`config.mk`:
```
export PLATFORM = sky130hd
export DESIGN_NAME = sm3_hash_engine
export DESIGN_NICKNAME = d
export VERILOG_FILES = /design/src/design/sm3_pkg.sv /design/src/design/sm3_round.sv /design/src/design/sm3_hash_engine.sv
export SDC_FILE = /design/constraint.sdc
export NUM_CORES = 2
export LEC_CHECK = 0
export ABC_CLOCK_PERIOD_IN_PS = 18950
export BUFFER_PORTS_ARGS = -buffer_cell sky130_fd_sc_hd__buf_2
export CAP_MARGIN = 5
export CORE_MARGIN = 2
export CORE_UTILIZATION = 27
export CTS_CLUSTER_DIAMETER = 100
export CTS_CLUSTER_SIZE = 14
export DETAILED_ROUTE_END_ITERATION = 8
export PLACE_DENSITY = 0.51
export SLEW_MARGIN = 20
export SYNTH_ARGS = -nofsm -noshare
export SYNTH_HDL_FRONTEND = slang
export SYNTH_SLANG_ARGS = --single-unit
```
`constraint.sdc`:
```
create_clock -name aclk -period 18.95 [get_ports aclk]
set_input_delay 2.8425 -clock aclk [delete_from_list [all_inputs] [get_ports aclk]]
set_output_delay 2.8425 -clock aclk [all_outputs]
set_load 0.05 [all_outputs]
```
`src/design/sm3_pkg.sv`:
```
`default_nettype none
package sm3_pkg;
    localparam logic [31:0] T_LOW  = 32'h79CC4519;
    localparam logic [31:0] T_HIGH = 32'h7A879D8A;
    localparam logic [7:0]  PAD_BYTE = 8'h80;
    localparam logic [255:0] IV = {
        32'h7380166F, 32'h4914B2B9, 32'h172442D7, 32'hDA8A0600,
        32'hA96F30BC, 32'h163138AA, 32'hE38DEE4D, 32'hB0FB0E4E};

    typedef struct packed {
        logic start;
        logic busy;
    } round_ctl_t;

    function automatic logic [31:0] rol(input logic [31:0] x, input logic [4:0] n);
        logic [63:0] d;
        d = {x, x} << n;
        return d[63:32];
    endfunction

    function automatic logic [31:0] p0(input logic [31:0] x);
        return x ^ rol(x, 5'd9) ^ rol(x, 5'd17);
    endfunction

    function automatic logic [31:0] p1(input logic [31:0] x);
        return x ^ rol(x, 5'd15) ^ rol(x, 5'd23);
    endfunction
endpackage
`default_nettype wire

```
`src/design/sm3_round.sv`:
```
`default_nettype none
module sm3_round (
    input  wire logic               aclk,
    input  wire logic               aresetn,
    input  wire logic               start,
    input  wire logic [511:0]       block,
    input  wire logic               cv_init,
    output logic                    busy,
    output logic [255:0]            cv
);
    logic [255:0] cv_reg, cv_next;
    logic [31:0]  w_reg [16];
    logic [31:0]  a_reg, b_reg, c_reg, d_reg, e_reg, f_reg, g_reg, h_reg;
    logic [5:0]   rnd_reg;
    logic         busy_reg, last_reg;

    logic [31:0] wj, wj4, wnew, t, a12, ss1, ss2, ff, gg, tt1, tt2, x;
    logic        lowr;

    assign busy = busy_reg;
    assign cv   = cv_reg;

    always_comb begin
        lowr = (rnd_reg < 6'd16);
        x    = w_reg[0] ^ w_reg[7] ^ sm3_pkg::rol(w_reg[13], 5'd15);
        wnew = sm3_pkg::p1(x) ^ sm3_pkg::rol(w_reg[3], 5'd7) ^ w_reg[10];
        wj   = w_reg[0];
        wj4  = w_reg[4];
        t    = sm3_pkg::rol(lowr ? sm3_pkg::T_LOW : sm3_pkg::T_HIGH, rnd_reg[4:0]);
        a12  = sm3_pkg::rol(a_reg, 5'd12);
        ss1  = sm3_pkg::rol(a12 + e_reg + t, 5'd7);
        ss2  = ss1 ^ a12;
        ff   = lowr ? (a_reg ^ b_reg ^ c_reg)
                    : ((a_reg & b_reg) | (a_reg & c_reg) | (b_reg & c_reg));
        gg   = lowr ? (e_reg ^ f_reg ^ g_reg) : ((e_reg & f_reg) | (~e_reg & g_reg));
        tt1  = ff + d_reg + ss2 + (wj ^ wj4);
        tt2  = gg + h_reg + ss1 + wj;
        cv_next = cv_reg ^ {a_reg, b_reg, c_reg, d_reg, e_reg, f_reg, g_reg, h_reg};
    end

    always_ff @(posedge aclk) begin
        if (!aresetn) begin
            busy_reg <= 1'b0;
            last_reg <= 1'b0;
            rnd_reg  <= '0;
            cv_reg   <= sm3_pkg::IV;
        end else if (cv_init) begin
            cv_reg <= sm3_pkg::IV;
        end else if (start) begin
            busy_reg <= 1'b1;
            rnd_reg  <= '0;
            {a_reg, b_reg, c_reg, d_reg, e_reg, f_reg, g_reg, h_reg} <= cv_reg;
            for (int i = 0; i < 16; i++) begin
                w_reg[i] <= block[511 - 32*i -: 32];
            end
        end else if (last_reg) begin
            last_reg <= 1'b0;
            cv_reg   <= cv_next;
        end else if (busy_reg) begin
            for (int i = 0; i < 15; i++) begin
                w_reg[i] <= w_reg[i+1];
            end
            w_reg[15] <= wnew;
            d_reg <= c_reg;
            c_reg <= sm3_pkg::rol(b_reg, 5'd9);
            b_reg <= a_reg;
            a_reg <= tt1;
            h_reg <= g_reg;
            g_reg <= sm3_pkg::rol(f_reg, 5'd19);
            f_reg <= e_reg;
            e_reg <= sm3_pkg::p0(tt2);
            rnd_reg <= rnd_reg + 6'd1;
            if (rnd_reg == 6'd63) begin
                busy_reg <= 1'b0;
                last_reg <= 1'b1;
            end
        end
    end
endmodule
`default_nettype wire

```
`src/design/sm3_hash_engine.sv`:
```
// SM3 hash engine, byte-serial.
// s_axis: tdata[7:0] message byte, tuser action (0 absorb, 1 finish).
// m_axis: tdata[31:0] digest word, tdata[34:32] word index, tlast on word 7.
// An absorb item is taken while the engine is idle; each 64th byte starts a
// block compression (one SM3 round per cycle in a shared round unit) during
// which s_axis_tready is low.
// A finish item pads in the byte buffer one byte per cycle (pausing while a
// first block compresses), compressing one or two blocks, then emits eight
// digest words, one per cycle when m_axis is ready. With p bytes in the
// partial block the length spills into a second block when p >= 56. The
// digest register holds while the receiver stalls; no new item is taken
// until all eight words are delivered.
// After finish, chaining value and byte counter return to initial state.
// Reset (aresetn low, synchronous) loads the initial value and clears the
// counter and all handshake state.
`default_nettype none
module sm3_hash_engine (
    input  wire logic        aclk,
    input  wire logic        aresetn,
    input  wire logic        s_axis_tvalid,
    output logic             s_axis_tready,
    input  wire logic [7:0]  s_axis_tdata,   // data_byte
    input  wire logic        s_axis_tuser,   // action
    output logic             m_axis_tvalid,
    input  wire logic        m_axis_tready,
    output logic [39:0]      m_axis_tdata,   // digest_word, word_index, zero fill
    output logic             m_axis_tlast    // last_word
);
    typedef enum logic [4:0] {
        ST_IDLE = 5'b00001,
        ST_COMP = 5'b00010,
        ST_PAD  = 5'b00100,
        ST_WAIT = 5'b01000,
        ST_OUT  = 5'b10000
    } state_t;

    state_t       state_reg;
    logic [511:0] buf_reg;
    logic [63:0]  cnt_reg, bits_reg;
    logic [5:0]   pos_reg;
    logic [2:0]   widx_reg;
    logic         padding_reg, go_reg, init_reg;
    logic         tail_reg;
    logic         busy;
    logic [255:0] cv;
    logic [7:0]   pad_byte;

    sm3_round u_round (
        .aclk(aclk), .aresetn(aresetn), .start(go_reg), .block(buf_reg),
        .cv_init(init_reg), .busy(busy), .cv(cv)
    );

    assign s_axis_tready = (state_reg == ST_IDLE);
    assign m_axis_tvalid = (state_reg == ST_OUT);
    assign m_axis_tdata  = {5'd0, widx_reg, cv[255 - 32*widx_reg -: 32]};
    assign m_axis_tlast  = (widx_reg == 3'd7);

    // tail_reg: the length field goes into the current block
    always_comb begin
        if (tail_reg && pos_reg >= 6'd56) begin
            pad_byte = bits_reg[63 - 8*pos_reg[2:0] -: 8];
        end else begin
            pad_byte = padding_reg ? 8'd0 : sm3_pkg::PAD_BYTE;
        end
    end

    always_ff @(posedge aclk) begin
        if (!aresetn) begin
            state_reg   <= ST_IDLE;
            cnt_reg     <= '0;
            pos_reg     <= '0;
            widx_reg    <= '0;
            padding_reg <= 1'b0;
            tail_reg    <= 1'b0;
            go_reg      <= 1'b0;
            init_reg    <= 1'b0;
        end else begin
            go_reg   <= 1'b0;
            init_reg <= 1'b0;
            unique case (state_reg)
                ST_IDLE: begin
                    if (s_axis_tvalid) begin
                        if (!s_axis_tuser) begin
                            buf_reg[511 - 8*pos_reg -: 8] <= s_axis_tdata;
                            cnt_reg <= cnt_reg + 64'd1;
                            pos_reg <= pos_reg + 6'd1;
                            if (pos_reg == 6'd63) begin
                                go_reg    <= 1'b1;
                                state_reg <= ST_COMP;
                            end
                        end else begin
                            bits_reg    <= {cnt_reg[60:0], 3'b000};
                            padding_reg <= 1'b0;
                            tail_reg    <= (pos_reg < 6'd56);
                            state_reg   <= ST_PAD;
                        end
                    end
                end
                ST_COMP: begin
                    if (!go_reg && !busy) state_reg <= padding_reg ? ST_PAD : ST_IDLE;
                end
                ST_PAD: begin
                    buf_reg[511 - 8*pos_reg -: 8] <= pad_byte;
                    padding_reg <= 1'b1;
                    pos_reg <= pos_reg + 6'd1;
                    if (pos_reg == 6'd63) begin
                        go_reg    <= 1'b1;
                        state_reg <= tail_reg ? ST_WAIT : ST_COMP;
                        tail_reg  <= 1'b1;
                    end
                end
                ST_WAIT: begin
                    if (!go_reg && !busy) begin
                        widx_reg  <= '0;
                        state_reg <= ST_OUT;
                    end
                end
                ST_OUT: begin
                    if (m_axis_tready) begin
                        widx_reg <= widx_reg + 3'd1;
                        if (widx_reg == 3'd7) begin
                            init_reg    <= 1'b1;
                            cnt_reg     <= '0;
                            pos_reg     <= '0;
                            padding_reg <= 1'b0;
                            state_reg   <= ST_IDLE;
                        end
                    end
                end
                default: state_reg <= ST_IDLE;
            endcase
        end
    end
endmodule
`default_nettype wire
```
# ---- Word-level counts from Yosys, hierarchy flattened
# Memories as Yosys holds them, arrays and structs flattened.
# Cells that the tools add are included.
dict set report classes {
  n_addsub 16
  order_cmp 3
  n_eq_ne 18
  n_shift 6
  muxes 108
  bitwise_logic 43
  n_reduce_logical 24
}
# operator count
set ops {}
lappend ops {{$mux 32} 42}
lappend ops {{$shiftx 8x34->519} 2}
lappend ops {{$bwmux 512} 2}
lappend ops {{$mux 512} 2}
lappend ops {{$pmux 512 s2} 1}
lappend ops {{$shift 8x34->519 const A} 1}
lappend ops {{$xor 32x32->32} 14}
lappend ops {{$shiftx 287x33->32} 1}
lappend ops {{$add 32x32->32} 8}
lappend ops {{$mux 64} 4}
lappend ops {{$xor 256x256->256} 1}
lappend ops {{$and 32x32->32} 5}
lappend ops {{$pmux 64 s2} 1}
lappend ops {{$or 32x32->32} 3}
lappend ops {{$shiftx 71x33->8} 1}
lappend ops {{$add 64x1->64 const B} 1}
lappend ops {{$shl 64x5->64} 1}
lappend ops {{$mux 6} 7}
lappend ops {{$mux 5} 8}
lappend ops {{$neg 32->34} 1}
lappend ops {{$not 32->32} 1}
lappend ops {{$mux 1} 28}
lappend ops {{$mux 26} 1}
lappend ops {{$pmux 5 s5} 1}
lappend ops {{other kinds (37)} 81}
dict set report word_totals {
  regBits 1175
  ram_bits 512
  inputBits 13
  out_inout_bits 43
  word_cells 241
  memories 1
}
# name depth word_bits rd rd_clocked_by_memory_dff wr line
set memory_table {}
lappend memory_table {u_round.w_reg 16 32 16 0 16 sm3_round.sv:12} ;# logic [31:0] w_reg [16];

# ---- Depth between registers and ports, before layout
dict set report logic_depth {
  depth_word 12
  ltp_mapped 43
  depth_no_buf 38
}

# ---- By module
# A second synthesis with hierarchy kept.
dict set report unflattened {
  hier_cells 7180
  area_unflattened_um2 84085.6
}
# module n_inst cells_per_inst area_per_inst_um2 seq_area_each_um2
set modules_own_cells {}
lappend modules_own_cells {sm3_round 1 5094 56998.4 28347.2}
lappend modules_own_cells {sm3_hash_engine 1 2086 27087.2 18788.0}

# ---- Worst setup path after synthesis
# OpenSTA, ideal clock, no wires.
dict set report synth_path {
  path_kind {input -> register}
  startpoint {input aresetn}
  endpoint {memory u_round.w_reg[0][0] (enable)}
  setup_ns 3.632
  arrival_ns 12.172
  slack_ns 3.145
  stages 7
  cell_sequence {clkbuf_1 -> inv_1 -> nor2_1 -> nand2_1 -> clkbuf_1 -> clkbuf_1 -> nand2_1}
}
# item line
set synth_lines {}
lappend synth_lines {{start: declaration} sm3_hash_engine.sv:19} ;# input wire logic aresetn,
lappend synth_lines {{end: declaration} sm3_round.sv:12}

# ---- Final worst setup path
dict set report layout_path {
  startpoint {register u_round.rnd_reg[5]}
  endpoint {register u_round.e_reg[28], data pin}
}
dict set report layout_between {
  elab_chain_len 11
}
# item line
set layout_rtl {}
lappend layout_rtl {{start: declaration} sm3_round.sv:14} ;# logic [5:0] rnd_reg;
lappend layout_rtl {{start signal: assignment} sm3_round.sv:72} ;# rnd_reg <= rnd_reg + 6'd1;
lappend layout_rtl {{$lt 6x5->1 *} sm3_round.sv:24} ;# lowr = (rnd_reg < 6'd16);
lappend layout_rtl {{$mux 26} sm3_round.sv:29} ;# t = sm3_pkg::rol(lowr ? sm3_pkg::T_LOW : sm3_pkg::T_HIGH, rnd_reg[4:0]);
lappend layout_rtl {{$shl 64x5->64} sm3_pkg.sv:17} ;# d = {x, x} << n;
lappend layout_rtl {{$add 32x32->32} sm3_round.sv:31} ;# ss1 = sm3_pkg::rol(a12 + e_reg + t, 5'd7);
lappend layout_rtl {{$add 32x32->32 * (2 in a row)} sm3_round.sv:37} ;# tt2 = gg + h_reg + ss1 + wj;
lappend layout_rtl {{$xor 32x32->32} sm3_pkg.sv:22} ;# return x ^ rol(x, 5'd9) ^ rol(x, 5'd17);
lappend layout_rtl {{$xor 32x32->32 *} sm3_pkg.sv:22}
lappend layout_rtl {{$mux 32 *} sm3_round.sv:59} ;# end else if (busy_reg) begin
lappend layout_rtl {{$mux 32 *} sm3_round.sv:56} ;# end else if (last_reg) begin
lappend layout_rtl {{$mux 32 *} sm3_round.sv:49} ;# end else if (start) begin
lappend layout_rtl {{end signal: assignment} sm3_round.sv:52} ;# {a_reg, b_reg, c_reg, d_reg, e_reg, f_reg, g_reg, h_reg} <= cv_reg;
lappend layout_rtl {{end signal: assignment} sm3_round.sv:71} ;# e_reg <= sm3_pkg::p0(tt2);
lappend layout_rtl {{end: declaration} sm3_round.sv:13} ;# logic [31:0] a_reg, b_reg, c_reg, d_reg, e_reg, f_reg, g_reg, h_reg;
# Mark *: on every way between the ends. The rest lies on a longest branch, timed or not. The select of a mux whose other input is x is not followed.
# A chain may end at the register's enable or synchronous reset.

==> flow_summary.json <==
{
  "hpwl_um": 220000,
  "synth-main-ff-cell": "edfxtp_1",
  "max_stage_delay_ns": 0.82,
  "switching_share_pct": 23.5,
  "status": "completed",
  "rows": 205,
  "endpoint_kind": "register",
  "place.gp.congestion": 0.966,
  "die_h_um": 563,
  "die_w_um": 563,
  "min_period_ns": 10.91,
  "cts_sinks": 1684,
  "hold_viol_final": 0,
  "drv_slew": 0,
  "grt_setup_unrepaired": "false",
  "avgSynthCellArea_um2": 11.6,
  "p_seq_share_pct": 55.2,
  "crit_path_frequent_cell": "fa_1",
  "num_vias": 57188,
  "power.internal_uw": 5510,
  "comb_power_share_pct": 5.1,
  "finClkSkew_ns": 0.0835,
  "cts_root_buf": "clkbuf_16",
  "switchingPower_uw": 1690,
  "cts_resized": 0,
  "cap_violations": 0,
  "crit_arrival_ns": 11.45,
  "wl_per_cell_um": 26.1,
  "p_leak_uw": 0.0321,
  "clock_path_buffers": 4,
  "grt_pass1_wl_um": 419000,
  "post-place-ws_ns": 8.17,
  "vias_per_cell": 4.98,
  "wl_um": 300000,
  "clkSlewWorstSetupHoldPaths_ns": 0.08,
  "synth_edf_count": 1341,
  "clock.fmax_mhz": 91.7,
  "setup_slack_ns": 8.04,
  "overflow": 0,
  "peakVddDrop_uv": 65.3,
  "netlist_instances": 7282,
  "io-pin-count": 56,
  "fin_crit_sh_pct": 57.6,
  "rrSetupSlack_ns": 8.04,
  "first_pass_iters": 6,
  "grt_max_degree": 178,
  "drive_above_1_share_pct": 13.3,
  "path_class": "register to register",
  "numCtsBuffers": 147,
  "slowest_stage": "o41ai_1",
  "portBuffers": 50,
  "cts_setup_buffers": 0,
  "cp_max_fo": 38,
  "area_delta_synth_final_pct": 11.0,
  "final_nets": 7556,
  "antenna_found_initial": 17,
  "min_path_type": "register to register",
  "clock_latency_ns": 0.84,
  "start_kind": "register",
  "setup_tns_ns": 0,
  "grt_use_total_pct": 18.4,
  "worst_pin_slew_ns": 1.25,
  "die_area_um2": 317000,
  "start_util_pct": 27.1,
  "antenna_left": 0,
  "yosysWarnings": 0,
  "p_clk_share_pct": 39.7,
  "cp.required_ns": 19.49,
  "setup_viol": 0,
  "grt_pass1_vias": 54700,
  "yosysUniqueCellTypes": 94,
  "netlist_area_um2": 84400,
  "tritoncts": "built",
  "async_flop_share_pct": 0,
  "coreArea_um2": 311000,
  "drc": 0,
  "htree_levels": 4,
  "powerDensity_nw_per_um2": 76.9,
  "hold_buffers": 0,
  "yosysSeqAreaShare_pct": 55.8,
  "ys_seq_elements": 1684,
  "slew-limit-headroom_pct": 16.5,
  "drtIter0Drc": 6404,
  "fin_util_pct": 30.1
}
-- power groups by stage --
stage	logic (uW)	clock network (uW)	registers, uW
2_1_floorplan	211	0	4050
3_3_place_gp	364	0	4060
3_5_place_dp	365	0	4060
4_1_cts	365	2910	3970
5_1_grt	385	3030	3970
6_report	369	2860	3970
-- worst max-delay path, delay by kind of cell (launching register included) --
| kind | cells | cell delay, ns |
|---|---|---|
| multiplexers | 2 | 0.42 |
| flip-flops | 1 | 0.37 |
| AND/OR/NAND/NOR | 5 | 0.65 |
| XOR/XNOR | 3 | 1.05 |
| AO/OA/AOI/OAI | 12 | 3.94 |
| buffers and inverters | 6 | 1.48 |
| adder cells (fa/ha/maj) | 7 | 2.67 |
-- synthesized netlist by cell type, types with 13 or more instances --
library cell,instances,share of area (%)
nand4_1,24,0.18
edfxtp_1,1341,48
a21o_1,46,0.41
mux2i_1,86,1.0
nor2_1,852,3.8
nand2b_1,27,0.20
nor4_1,26,0.19
mux2_2,511,6.8
o211ai_1,13,0.12
xor2_1,239,2.5
and3_1,148,1.1
nand3_1,84,0.50
o21a_1,22,0.20
xnor2_1,373,3.9
o21ai_0,369,2.2
o31ai_1,13,0.12
nand2_1,1056,4.7
mux4_2,77,2.1
inv_1,324,1.4
nor3_1,72,0.43
buf_1,43,0.19
clkbuf_1,277,1.2
or3_1,18,0.13
ha_1,107,1.6
a21oi_1,292,1.7
and2_1,41,0.30
a31oi_1,27,0.20
o21bai_1,13,0.12
a31o_2,18,0.19
buf_2,14,0.083
dfxtp_1,343,8.1
fa_1,188,4.5
nor2b_1,23,0.17
-- area by class of cell --
type | count | area, um2
Multi-Input combinational cell | 4935 | 34900
Inverter | 327 | 1230
Sequential cell | 1684 | 47100
Antenna cell | 8 | 20.0
Timing Repair Buffer | 153 | 1090
Clock buffer | 218 | 3970
Fill cell | 31734 | 218000
Clock inverter | 8 | 118
Tap cell | 4140 | 5180
-- final timing paths --
| check | startpoint | to | depth (start not counted) |
|---|---|---|---|
| min reg2reg | cnt_reg[60]$_SDFFE_PN0P_ | bits_reg[63]$_DFFE_PP_ | 0 |
| max reg2reg | u_round.rnd_reg[5]$_SDFFE_PN0P_ | u_round.e_reg[28]$_DFFE_PP_ | 35 |
| min | cnt_reg[60]$_SDFFE_PN0P_ | bits_reg[63]$_DFFE_PP_ | 0 |
| max | u_round.rnd_reg[5]$_SDFFE_PN0P_ | u_round.e_reg[28]$_DFFE_PP_ | 35 |
-- layer usage --
layer / wire [um] / GRT usage [%] / share of wire [%] / vias to the layer above
met3: 23900 / 3.16 / 8.0 / 446
met4: 13300 / 7.50 / 4.5 / 10
met2: 132000 / 28.1 / 44 / 2363
met5: 76 / 0 / 0.025 / -
li1: - / - / - / 25297
met1: 131000 / 25.9 / 44 / 29072
-- cell usage in the layout (no fill, tap or decap), drive strengths merged, types with 24 or more instances in the layout --
master / instances
mux4: 77
o21ai: 381
nor4: 28
and3: 148
nand2: 1056
nor2: 855
ha: 107
and2: 41
edfxtp: 1341
nor3: 75
mux2i: 86
inv: 330
nor2b: 24
mux2: 511
a21o: 46
nand3: 86
a31oi: 27
xor2: 240
dfxtp: 343
buf: 153
fa: 188
nand4: 24
xnor2: 374
clkbuf: 218
a21oi: 294
nand2b: 27
-- cells by family after synthesis --
kind of cell / count (synthesis) / share of synthesized area [%]
other: 1 / 0.00444
AND/OR/NAND/NOR: 2415 / 12.1
AO/OA/AOI/OAI: 922 / 6.40
flip-flops: 1684 / 55.8
XOR/XNOR: 623 / 6.64
adder cells (fa/ha/maj): 296 / 6.06
buffers and inverters: 667 / 3.01
multiplexers: 674 / 9.89
-- through the flow --
stage               cell area, um2  cells  hold WS, ns  total power (uW)
floorplan                    84400   7286        0.428              4260
global placement             89500  11237        0.448              4420
detailed placement           89500  11238        0.463              4420
CTS                          93600  11464        0.478              7250
global route                 93600  11465        0.490              7390
finish                       93600  11473        0.477              7200
Note: power is estimated with default switching activity, not from simulation.
